File: src/bta_pkg.sv
// Shared types and constants of the buddy tree allocator.
package bta_pkg;

    localparam int MAX_LEVEL_DEF = 10;
    localparam int REQ_W         = 16;
    localparam int OFF_W         = 10;
    localparam int LEVELS_W      = 4;
    localparam int LOG_W         = 5;
    localparam int ADDR_W        = 3;
    localparam int DATA_W        = 32;

    localparam logic [LEVELS_W-1:0] TREE_LEVELS_RST = LEVELS_W'(10);

    // Register index of tree_levels (byte address 4 * index)
    localparam logic [ADDR_W-3:0] REG_TREE_LEVELS = '0;

    typedef enum logic [1:0] {
        NS_FREE   = 2'd0,
        NS_TAKEN  = 2'd1,
        NS_HALVED = 2'd2,
        NS_FILLED = 2'd3
    } t_node_state;

    typedef enum logic [3:0] {
        OP_NONE,
        OP_CLEAR,
        OP_LOAD,
        OP_READ,
        OP_READ_SIB,
        OP_TAKE,
        OP_DOWN,
        OP_RIGHT,
        OP_BACK,
        OP_MARK_UP,
        OP_FINISH_OK,
        OP_FINISH_FAIL
    } t_dp_op;

    typedef struct packed {
        t_dp_op op;
        logic   wr_split;
    } t_dp_cmd;

    typedef struct packed {
        t_node_state node;
        logic        at_target;
        logic        idx_odd;
        logic        idx_zero;
        logic        parent_odd;
        logic        too_big;
        logic        clr_last;
        logic        out_free;
    } t_dp_status;

endpackage

File: src/bta_ctrl.sv
// Sequencer for the tree search, the upward marking and the clearing pass.
module bta_ctrl import bta_pkg::*; (
    input  logic       i_clk,
    input  logic       i_rst_n,
    input  logic       i_in_valid,
    input  t_dp_status i_status,
    output logic       o_in_ready,
    output t_dp_cmd    o_cmd
);

    typedef enum logic [3:0] {
        S_CLEAR,
        S_IDLE,
        S_CHECK,
        S_READ,
        S_EVAL,
        S_BACK,
        S_UP_READ,
        S_UP_EVAL,
        S_DONE,
        S_FAIL
    } t_state;

    t_state r_state;
    t_state n_state;
    logic   taken;

    assign o_in_ready = (r_state == S_IDLE);
    assign taken = (i_status.node == NS_TAKEN) || (i_status.node == NS_FILLED);

    always_comb begin
        n_state        = r_state;
        o_cmd.op       = OP_NONE;
        o_cmd.wr_split = 1'b0;
        case (r_state)
            S_CLEAR: begin
                o_cmd.op = OP_CLEAR;
                if (i_status.clr_last) begin
                    n_state = S_IDLE;
                end
            end
            S_IDLE: begin
                if (i_in_valid) begin
                    o_cmd.op = OP_LOAD;
                    n_state  = S_CHECK;
                end
            end
            S_CHECK: begin
                n_state = i_status.too_big ? S_FAIL : S_READ;
            end
            S_READ: begin
                o_cmd.op = OP_READ;
                n_state  = S_EVAL;
            end
            S_EVAL: begin
                if (i_status.at_target && (i_status.node == NS_FREE)) begin
                    o_cmd.op = OP_TAKE;
                    n_state  = S_UP_READ;
                end else if (!i_status.at_target &&
                             ((i_status.node == NS_FREE) ||
                              (i_status.node == NS_HALVED))) begin
                    o_cmd.op       = OP_DOWN;
                    o_cmd.wr_split = (i_status.node == NS_FREE);
                    n_state        = S_READ;
                end else if (i_status.idx_odd) begin
                    o_cmd.op = OP_RIGHT;
                    n_state  = S_READ;
                end else begin
                    n_state = S_BACK;
                end
            end
            S_BACK: begin
                if (i_status.idx_zero) begin
                    n_state = S_FAIL;
                end else begin
                    o_cmd.op = OP_BACK;
                    if (i_status.parent_odd) begin
                        n_state = S_READ;
                    end
                end
            end
            S_UP_READ: begin
                if (i_status.idx_zero) begin
                    n_state = S_DONE;
                end else begin
                    o_cmd.op = OP_READ_SIB;
                    n_state  = S_UP_EVAL;
                end
            end
            S_UP_EVAL: begin
                if (taken) begin
                    o_cmd.op = OP_MARK_UP;
                    n_state  = S_UP_READ;
                end else begin
                    n_state = S_DONE;
                end
            end
            S_DONE: begin
                if (i_status.out_free) begin
                    o_cmd.op = OP_FINISH_OK;
                    n_state  = S_IDLE;
                end
            end
            S_FAIL: begin
                if (i_status.out_free) begin
                    o_cmd.op = OP_FINISH_FAIL;
                    n_state  = S_IDLE;
                end
            end
            default: begin
                n_state = S_IDLE;
            end
        endcase
    end

    always_ff @(posedge i_clk) begin
        if (!i_rst_n) begin
            r_state <= S_CLEAR;
        end else begin
            r_state <= n_state;
        end
    end

endmodule

File: config.mk
export PLATFORM = sky130hd
export DESIGN_NAME = bta_ctrl
export DESIGN_NICKNAME = d
export VERILOG_FILES = /design/src/bta_pkg.sv /design/src/bta_ctrl.sv
export SDC_FILE = /design/constraint.sdc
export NUM_CORES = 1
export LEC_CHECK = 0
export ABC_AREA = 1
export BUFFER_PORTS_ARGS = -buffer_cell sky130_fd_sc_hd__buf_2
export CORE_AREA = 2 2 39 41
export CTS_CLUSTER_DIAMETER = 60
export CTS_CLUSTER_SIZE = 24
export DETAILED_ROUTE_END_ITERATION = 8
export DIE_AREA = 0 0 41 43
export PLACE_DENSITY_LB_ADDON = 0.15
export REMOVE_ABC_BUFFERS = 1
export SETUP_SLACK_MARGIN = 0.4
export SYNTH_ARGS = -nofsm -noshare
export SYNTH_HDL_FRONTEND = slang
export SYNTH_SLANG_ARGS = --single-unit
File: constraint.sdc
create_clock -name i_clk -period 2 [get_ports i_clk]
set_clock_uncertainty 0.15 [all_clocks]
set_input_delay 0.4 -clock i_clk [delete_from_list [all_inputs] [get_ports i_clk]]
set_output_delay 0.4 -clock i_clk [all_outputs]
set_load 0.005 [all_outputs]
==> results of run 1 <==
[tightest hold or removal path: stages]
cell and delay [ns]:
buf_2 0.10, nand2_1 0.05, inv_1 0.04
[cells by family (layout without fill, tap and decap cells)]
group / after synthesis / after routing
buffers and inverters: 13 / 44
flip-flops: 4 / 4
AND/OR/NAND/NOR: 62 / 62
AO/OA/AOI/OAI: 9 / 9
[power by group through the flow]
stage / Clock (mW) / Sequential [mW] / Combinational (mW)
finish: 0.0960 / 0.159 / 0.417
CTS: 0.101 / 0.150 / 0.401
floorplan: 0 / 0.133 / 0.239
detailed placement: 0 / 0.138 / 0.338
global placement: 0 / 0.137 / 0.342
global route: 0.114 / 0.163 / 0.466
[metal layers]
layer / share of wire (%) / GRT usage (%) / up-vias
met1: 41 / 26.3 / 298
met4: 2.7 / 10.0 / 0
met2: 53 / 30.9 / 26
li1: - / - / 352
met3: 3.9 / 3.14 / 6
met5: 0 / 0 / -
[Yosys cell counts]
library cell	count	area, sq um
nand2_2	1	6.26
nand4_1	3	18.8
o21ai_0	1	5.00
o21ai_1	1	5.00
nor4_1	1	6.26
nor2_4	3	33.8
o21bai_1	1	7.51
nor2_1	14	52.6
dfxtp_1	4	80.1
nor2_2	3	18.8
nand3_1	7	35.0
o2111ai_1	1	8.76
inv_2	4	15.0
nand2_1	25	93.8
nand3b_1	5	37.5
a21oi_1	2	10.0
inv_1	9	33.8
o211ai_1	3	22.5
[cells in the final DEF, fill, tap and decap left out]
cell type	synthesis	routed
o211ai_1	3	3
nor4_1	1	1
nor2_1	14	13
o21bai_1	1	1
nand3_1	7	7
dfxtp_4	0	4
clkbuf_4	0	3
nor2_4	3	6
buf_2	0	17
inv_1	9	9
buf_6	0	2
a21oi_2	0	1
nand2_4	0	1
o21ai_1	1	2
nor2_2	3	1
o2111ai_1	1	1
inv_4	0	1
buf_4	0	8
a21oi_1	2	1
inv_2	4	3
nand2_2	1	2
nand4_1	3	3
nand2_1	25	23
buf_12	0	1
nand3b_1	5	5
[layout make-up]
type	instances	area share, %
Clock buffer	3	2.93
Inverter	13	6.67
Multi-Input combinational cell	71	51.1
Sequential cell	4	12.4
Tap cell	16	2.60
Timing Repair Buffer	28	24.4
[final timing paths]
kind                                 from                 endpoint  slack (ns)
setup / recovery  r_state[2]$_SDFFE_PN0P_                 o_cmd[1]        0.21
hold / removal                    i_rst_n  r_state[3]$_SDFFE_PN0P_        0.25
setup reg to reg  r_state[2]$_SDFFE_PN0P_  r_state[1]$_SDFFE_PN0P_        0.57
hold reg to reg   r_state[0]$_SDFFE_PN0P_  r_state[0]$_SDFFE_PN0P_        0.50
[through the flow]
stage | hold WS (ns) | area (sq um)
after floorplan | 0.348 | 490
after global placement | 0.474 | 596
after detailed placement | 0.483 | 596
after CTS | 0.244 | 739
after global routing | 0.260 | 769
final | 0.249 | 769
[timing repair]
action | in CTS | in global routing
pin swaps | 4 | 5
setup endpoints to repair | 6 | 6
buffers inserted | 10 | 1
resized for setup | 11 | 9
==> flow_metrics.py, run 1 <==
metrics = {
    "synth": {
        "synth_mux_area_share_pct": 0,
        "yosys_register_bits": 4,
        "synth_compound_area_share_pct": 12.0,
        "synthAdderAreaFrac_pct": 0,
        "synth-xor-area-share_pct": 0,
        "synthCells": 88,
        "avgSynthCellArea_sq_um": 5.57,
        "ys_seq_area_share_pct": 16.3,
        "yosys.area_share.simple_pct": 61.7,
        "synth_top_family_by_area": "simple AND/OR/NAND/NOR gates",
        "synth_area_sq_um": 490,
        "synth_cell_types": 18,
        "ys_warn_count": 0,
    },
    "detailed_routing": {
        "drc": 0,
        "drt-initial-drc-count": 20,
        "antenna_left": 0,
        "routedWlPerCell_um": 10.8,
        "wl_um": 1460,
        "via_count": 682,
        "first_pass_iters": 4,
        "via_per_inst": 5.05,
    },
    "floorplanning": {
        "fp.dieH_um": 43,
        "core_area_sq_um": 1380,
        "initial_core_util_pct": 35.4,
        "row_count": 14,
        "io_pins": 18,
        "die_width_um": 41,
        "dieArea_sq_um": 1760,
    },
    "global_route": {
        "grt_pass1_wl_um": 2420,
        "antenna_found_initial": 0,
        "grt_max_degree": 8,
        "grt_pass1_vias": 600,
        "grt.overflow.total": 0,
        "grt_usage_pct": 20.3,
    },
    "critical_path": {
        "ff2ff_path_depth": 10,
        "worstPathMaxFanout": 3,
        "cp_data_arrival_time_ns": 1.24,
        "path_depth": 5,
        "cp_cell_sequence": "inv_4 > buf_6 > o211ai_1 > o2111ai_1 > buf_2",
        "crit_type": "register to output port",
        "crit_path_end_kind": "output port",
        "cpMaxStageDelayCell": "dfxtp_4",
        "max_stage_delay_ns": 0.35,
        "cp_num_buf_inv": 3,
        "critPathTopFamily": "compound AO/OA/AOI/OAI gates",
        "startpoint_type": "register",
        "required_ns": 1.45,
    },
    "final_layout": {
        "utilization_pct": 55.6,
        "multi_input_area_sq_um": 393,
        "regMostFlops": "r_state",
        "layout-drive-gt1-share_pct": 42.0,
        "reg_top3": "r_state x4",
        "nets": 133,
        "diodes": 0,
        "areaGrowthSynthToFinish_pct": 56.9,
        "ff_latch_area_sq_um": 95.1,
        "nFillCells": 144,
        "largest_register_ffs": 4,
        "fin_cells": 135,
    },
    "power": {
        "clockPowerShare_pct": 14.3,
        "switching_share_pct": 45.8,
        "p_seq_share_pct": 23.6,
        "p_switching_mw": 0.307,
        "p_int_mw": 0.364,
        "power_mw": 0.671,
        "power_density_nw_per_um2": 873,
        "ir_drop_uv": 598,
        "power_leakage_nw": 0.444,
        "combPwrFrac_pct": 62.1,
    },
    "placement": {
        "dp_cells": 121,
        "place_hpwl_um": 1060,
        "portBuffers": 17,
        "gp_congestion": 0.896,
        "dp_worst_setup_slack_ns": 0.283,
    },
    "timing": {
        "finalSetupViolations": 0,
        "finalCritPeriodShare_pct": 89.3,
        "fin_crit_ns": 1.79,
        "worst_pin_slew_ns": 0.243,
        "grt_setup_unrepaired": "yes",
        "slew_viol_final": 0,
        "tns_ns": 0,
        "worst_slack_ns": 0.214,
        "relSlewSlack_pct": 83.8,
        "hold_viol": 0,
        "clock.fmax_ghz": 0.560,
    },
    "clocking": {
        "clk_pin_slew_ns": 0.04,
        "cts_tree": "yes",
        "clock-root-buffer": "clkbuf_4",
        "clock_path_buffers": 2,
        "clkLatencyLatePin_ns": 0.23,
        "holdBufCountCts": 0,
        "cts_max_level": 1,
        "cts.sinks": 4,
        "cts_buffers": 3,
    },
    "worst_hold_path": {
        "hold_depth": 3,
        "worstHoldPathType": "input pin to register",
    },
    "flow_run": {
        "drv_cap": 0,
    },
    "outcome": {
        "status": "complete, no violations",
    },
}
No activity file was read; power rests on OpenSTA's default activity.
==> run 2: changes to the inputs <==
Settings changed: GPL_TIMING_DRIVEN set to 0, REMOVE_ABC_BUFFERS 1 to unset.
==> flow_metrics.py, run 2 (synthesis results as in run 1) <==
metrics = {
    "outcome": {
        "status": "complete, no violations",
    },
    "floorplanning": {
        "initial_core_util_pct": 35.4,
        "fp.dieH_um": 43,
        "dieArea_sq_um": 1760,
        "core_area_sq_um": 1380,
        "row_count": 14,
        "die_width_um": 41,
        "io_pins": 18,
    },
    "timing": {
        "grt_setup_unrepaired": "yes",
        "worst_pin_slew_ns": 0.228,
        "finalSetupViolations": 0,
        "fin_crit_ns": 1.78,
        "slew_viol_final": 0,
        "tns_ns": 0,
        "hold_viol": 0,
        "finalCritPeriodShare_pct": 89.1,
        "holdWs_ns": 0.242,
        "clock.fmax_ghz": 0.561,
        "relSlewSlack_pct": 84.7,
    },
    "global_route": {
        "grt_max_degree": 8,
        "antenna_found_initial": 0,
        "grt_pass1_vias": 626,
        "grt_usage_pct": 20.6,
        "grt_pass1_wl_um": 2470,
        "grt.overflow.total": 0,
    },
    "critical_path": {
        "critPathTopFamily": "buffers and inverters",
        "startpoint_type": "register",
        "crit_path_end_kind": "output port",
        "max_stage_delay_ns": 0.37,
        "cp_data_arrival_time_ns": 1.23,
        "required_ns": 1.45,
        "cp_num_buf_inv": 4,
        "cpMaxStageDelayCell": "dfxtp_4",
        "crit_type": "register to output port",
        "cp_cell_sequence": "inv_4 > buf_4 > buf_4 > nand4_1 > o2111ai_1 > buf_2",
        "worstPathMaxFanout": 4,
        "cpMostUsedCell": "buf_4",
    },
    "power": {
        "power_density_nw_per_um2": 931,
        "power_leakage_nw": 0.463,
        "ir_drop_uv": 629,
    },
    "final_layout": {
        "ff_latch_area_sq_um": 95.1,
        "largest_register_ffs": 4,
        "nets": 138,
        "fin_cells": 140,
        "areaGrowthSynthToFinish_pct": 68.6,
        "nFillCells": 139,
        "diodes": 0,
        "regMostFlops": "r_state",
        "layout-drive-gt1-share_pct": 48.4,
        "layout_commonest_cell": "nand2_1",
        "multi_input_area_sq_um": 414,
        "reg_top3": "r_state x4",
        "final_cell_mix": "nand2_1 (23), buf_2 (17), buf_4 (14), nor2_1 (11), inv_1 (8)",
    },
    "clocking": {
        "cts_max_level": 1,
        "holdBufCountCts": 0,
        "clkLatencyLatePin_ns": 0.23,
        "clock-root-buffer": "clkbuf_4",
        "clk_pin_slew_ns": 0.03,
        "cts_buffers": 3,
        "cts.sinks": 4,
        "cts_tree": "yes",
        "clock_path_buffers": 2,
    },
    "detailed_routing": {
        "via_count": 710,
        "drt-initial-drc-count": 17,
        "wl_um": 1550,
        "via_per_inst": 5.07,
        "routedWlPerCell_um": 11.1,
        "first_pass_iters": 4,
        "antenna_left": 0,
        "drc": 0,
    },
    "flow_run": {
        "drv_cap": 0,
    },
    "placement": {
        "gp_congestion": 0.846,
        "portBuffers": 17,
        "place_hpwl_um": 1070,
        "dp_cells": 121,
    },
    "worst_hold_path": {
        "worstHoldPathType": "input pin to register",
    },
    "synth": {
        "synth_fp_nets": 100,
    },
}
## run 2: tightest hold or removal path, cell delays in order
cell and delay (ns):
buf_2 0.10, nand2_1 0.06, inv_1 0.04
## run 2: path summary, 6_finish.rpt
kind / startpoint / slack, ns / to / cells past startpoint
max: r_state[2]$_SDFFE_PN0P_ / 0.22 / o_cmd[1] / 6
min: i_rst_n / 0.24 / r_state[3]$_SDFFE_PN0P_ / 3
max reg2reg: r_state[2]$_SDFFE_PN0P_ / 0.47 / r_state[1]$_SDFFE_PN0P_ / 11
min reg2reg: r_state[0]$_SDFFE_PN0P_ / 0.48 / r_state[0]$_SDFFE_PN0P_ / 4
## run 2: where the power goes
part           internal [mW]  switching (mW)  leakage (nW)  total [mW]
clock network         0.0669          0.0299        0.0138      0.0968
logic                  0.251           0.259         0.414       0.511
registers              0.110          0.0520        0.0355       0.162
total                  0.428           0.341         0.463       0.770
## run 2: metal layers
| layer | GRT usage [%] | up-vias | share of wire (%) |
|---|---|---|---|
| met2 | 30.9 | 10 | 56 |
| met3 | 3.66 | 2 | 1.8 |
| met4 | 12.0 | 0 | 0.90 |
| met1 | 26.1 | 334 | 42 |
| li1 | - | 364 | - |
| met5 | 0 | - | 0 |
## run 2: final cells by class
class | count | area share [%]
Clock buffer | 3 | 2.72
Inverter | 13 | 6.51
Multi-Input combinational cell | 71 | 50.1
Sequential cell | 4 | 11.5
Tap cell | 16 | 2.42
Timing Repair Buffer | 33 | 26.8
## run 2: timing repair
action	CTS	global route
gates cloned	0	0
buffers inserted	8	8
resized for setup	14	12
pin swaps	5	5
setup endpoints to repair	6	6
## run 2: through the flow
step	utilization (%)	instance area, sq um	power, mW	setup slack, ns
floorplan	-	490	0.373	0.548
global placement	43.0	596	0.478	0.288
global route	59.8	827	0.844	0.134
detailed placement	43.0	596	0.482	0.281
finish	59.8	827	0.770	0.217
CTS	52.7	729	0.670	0.184
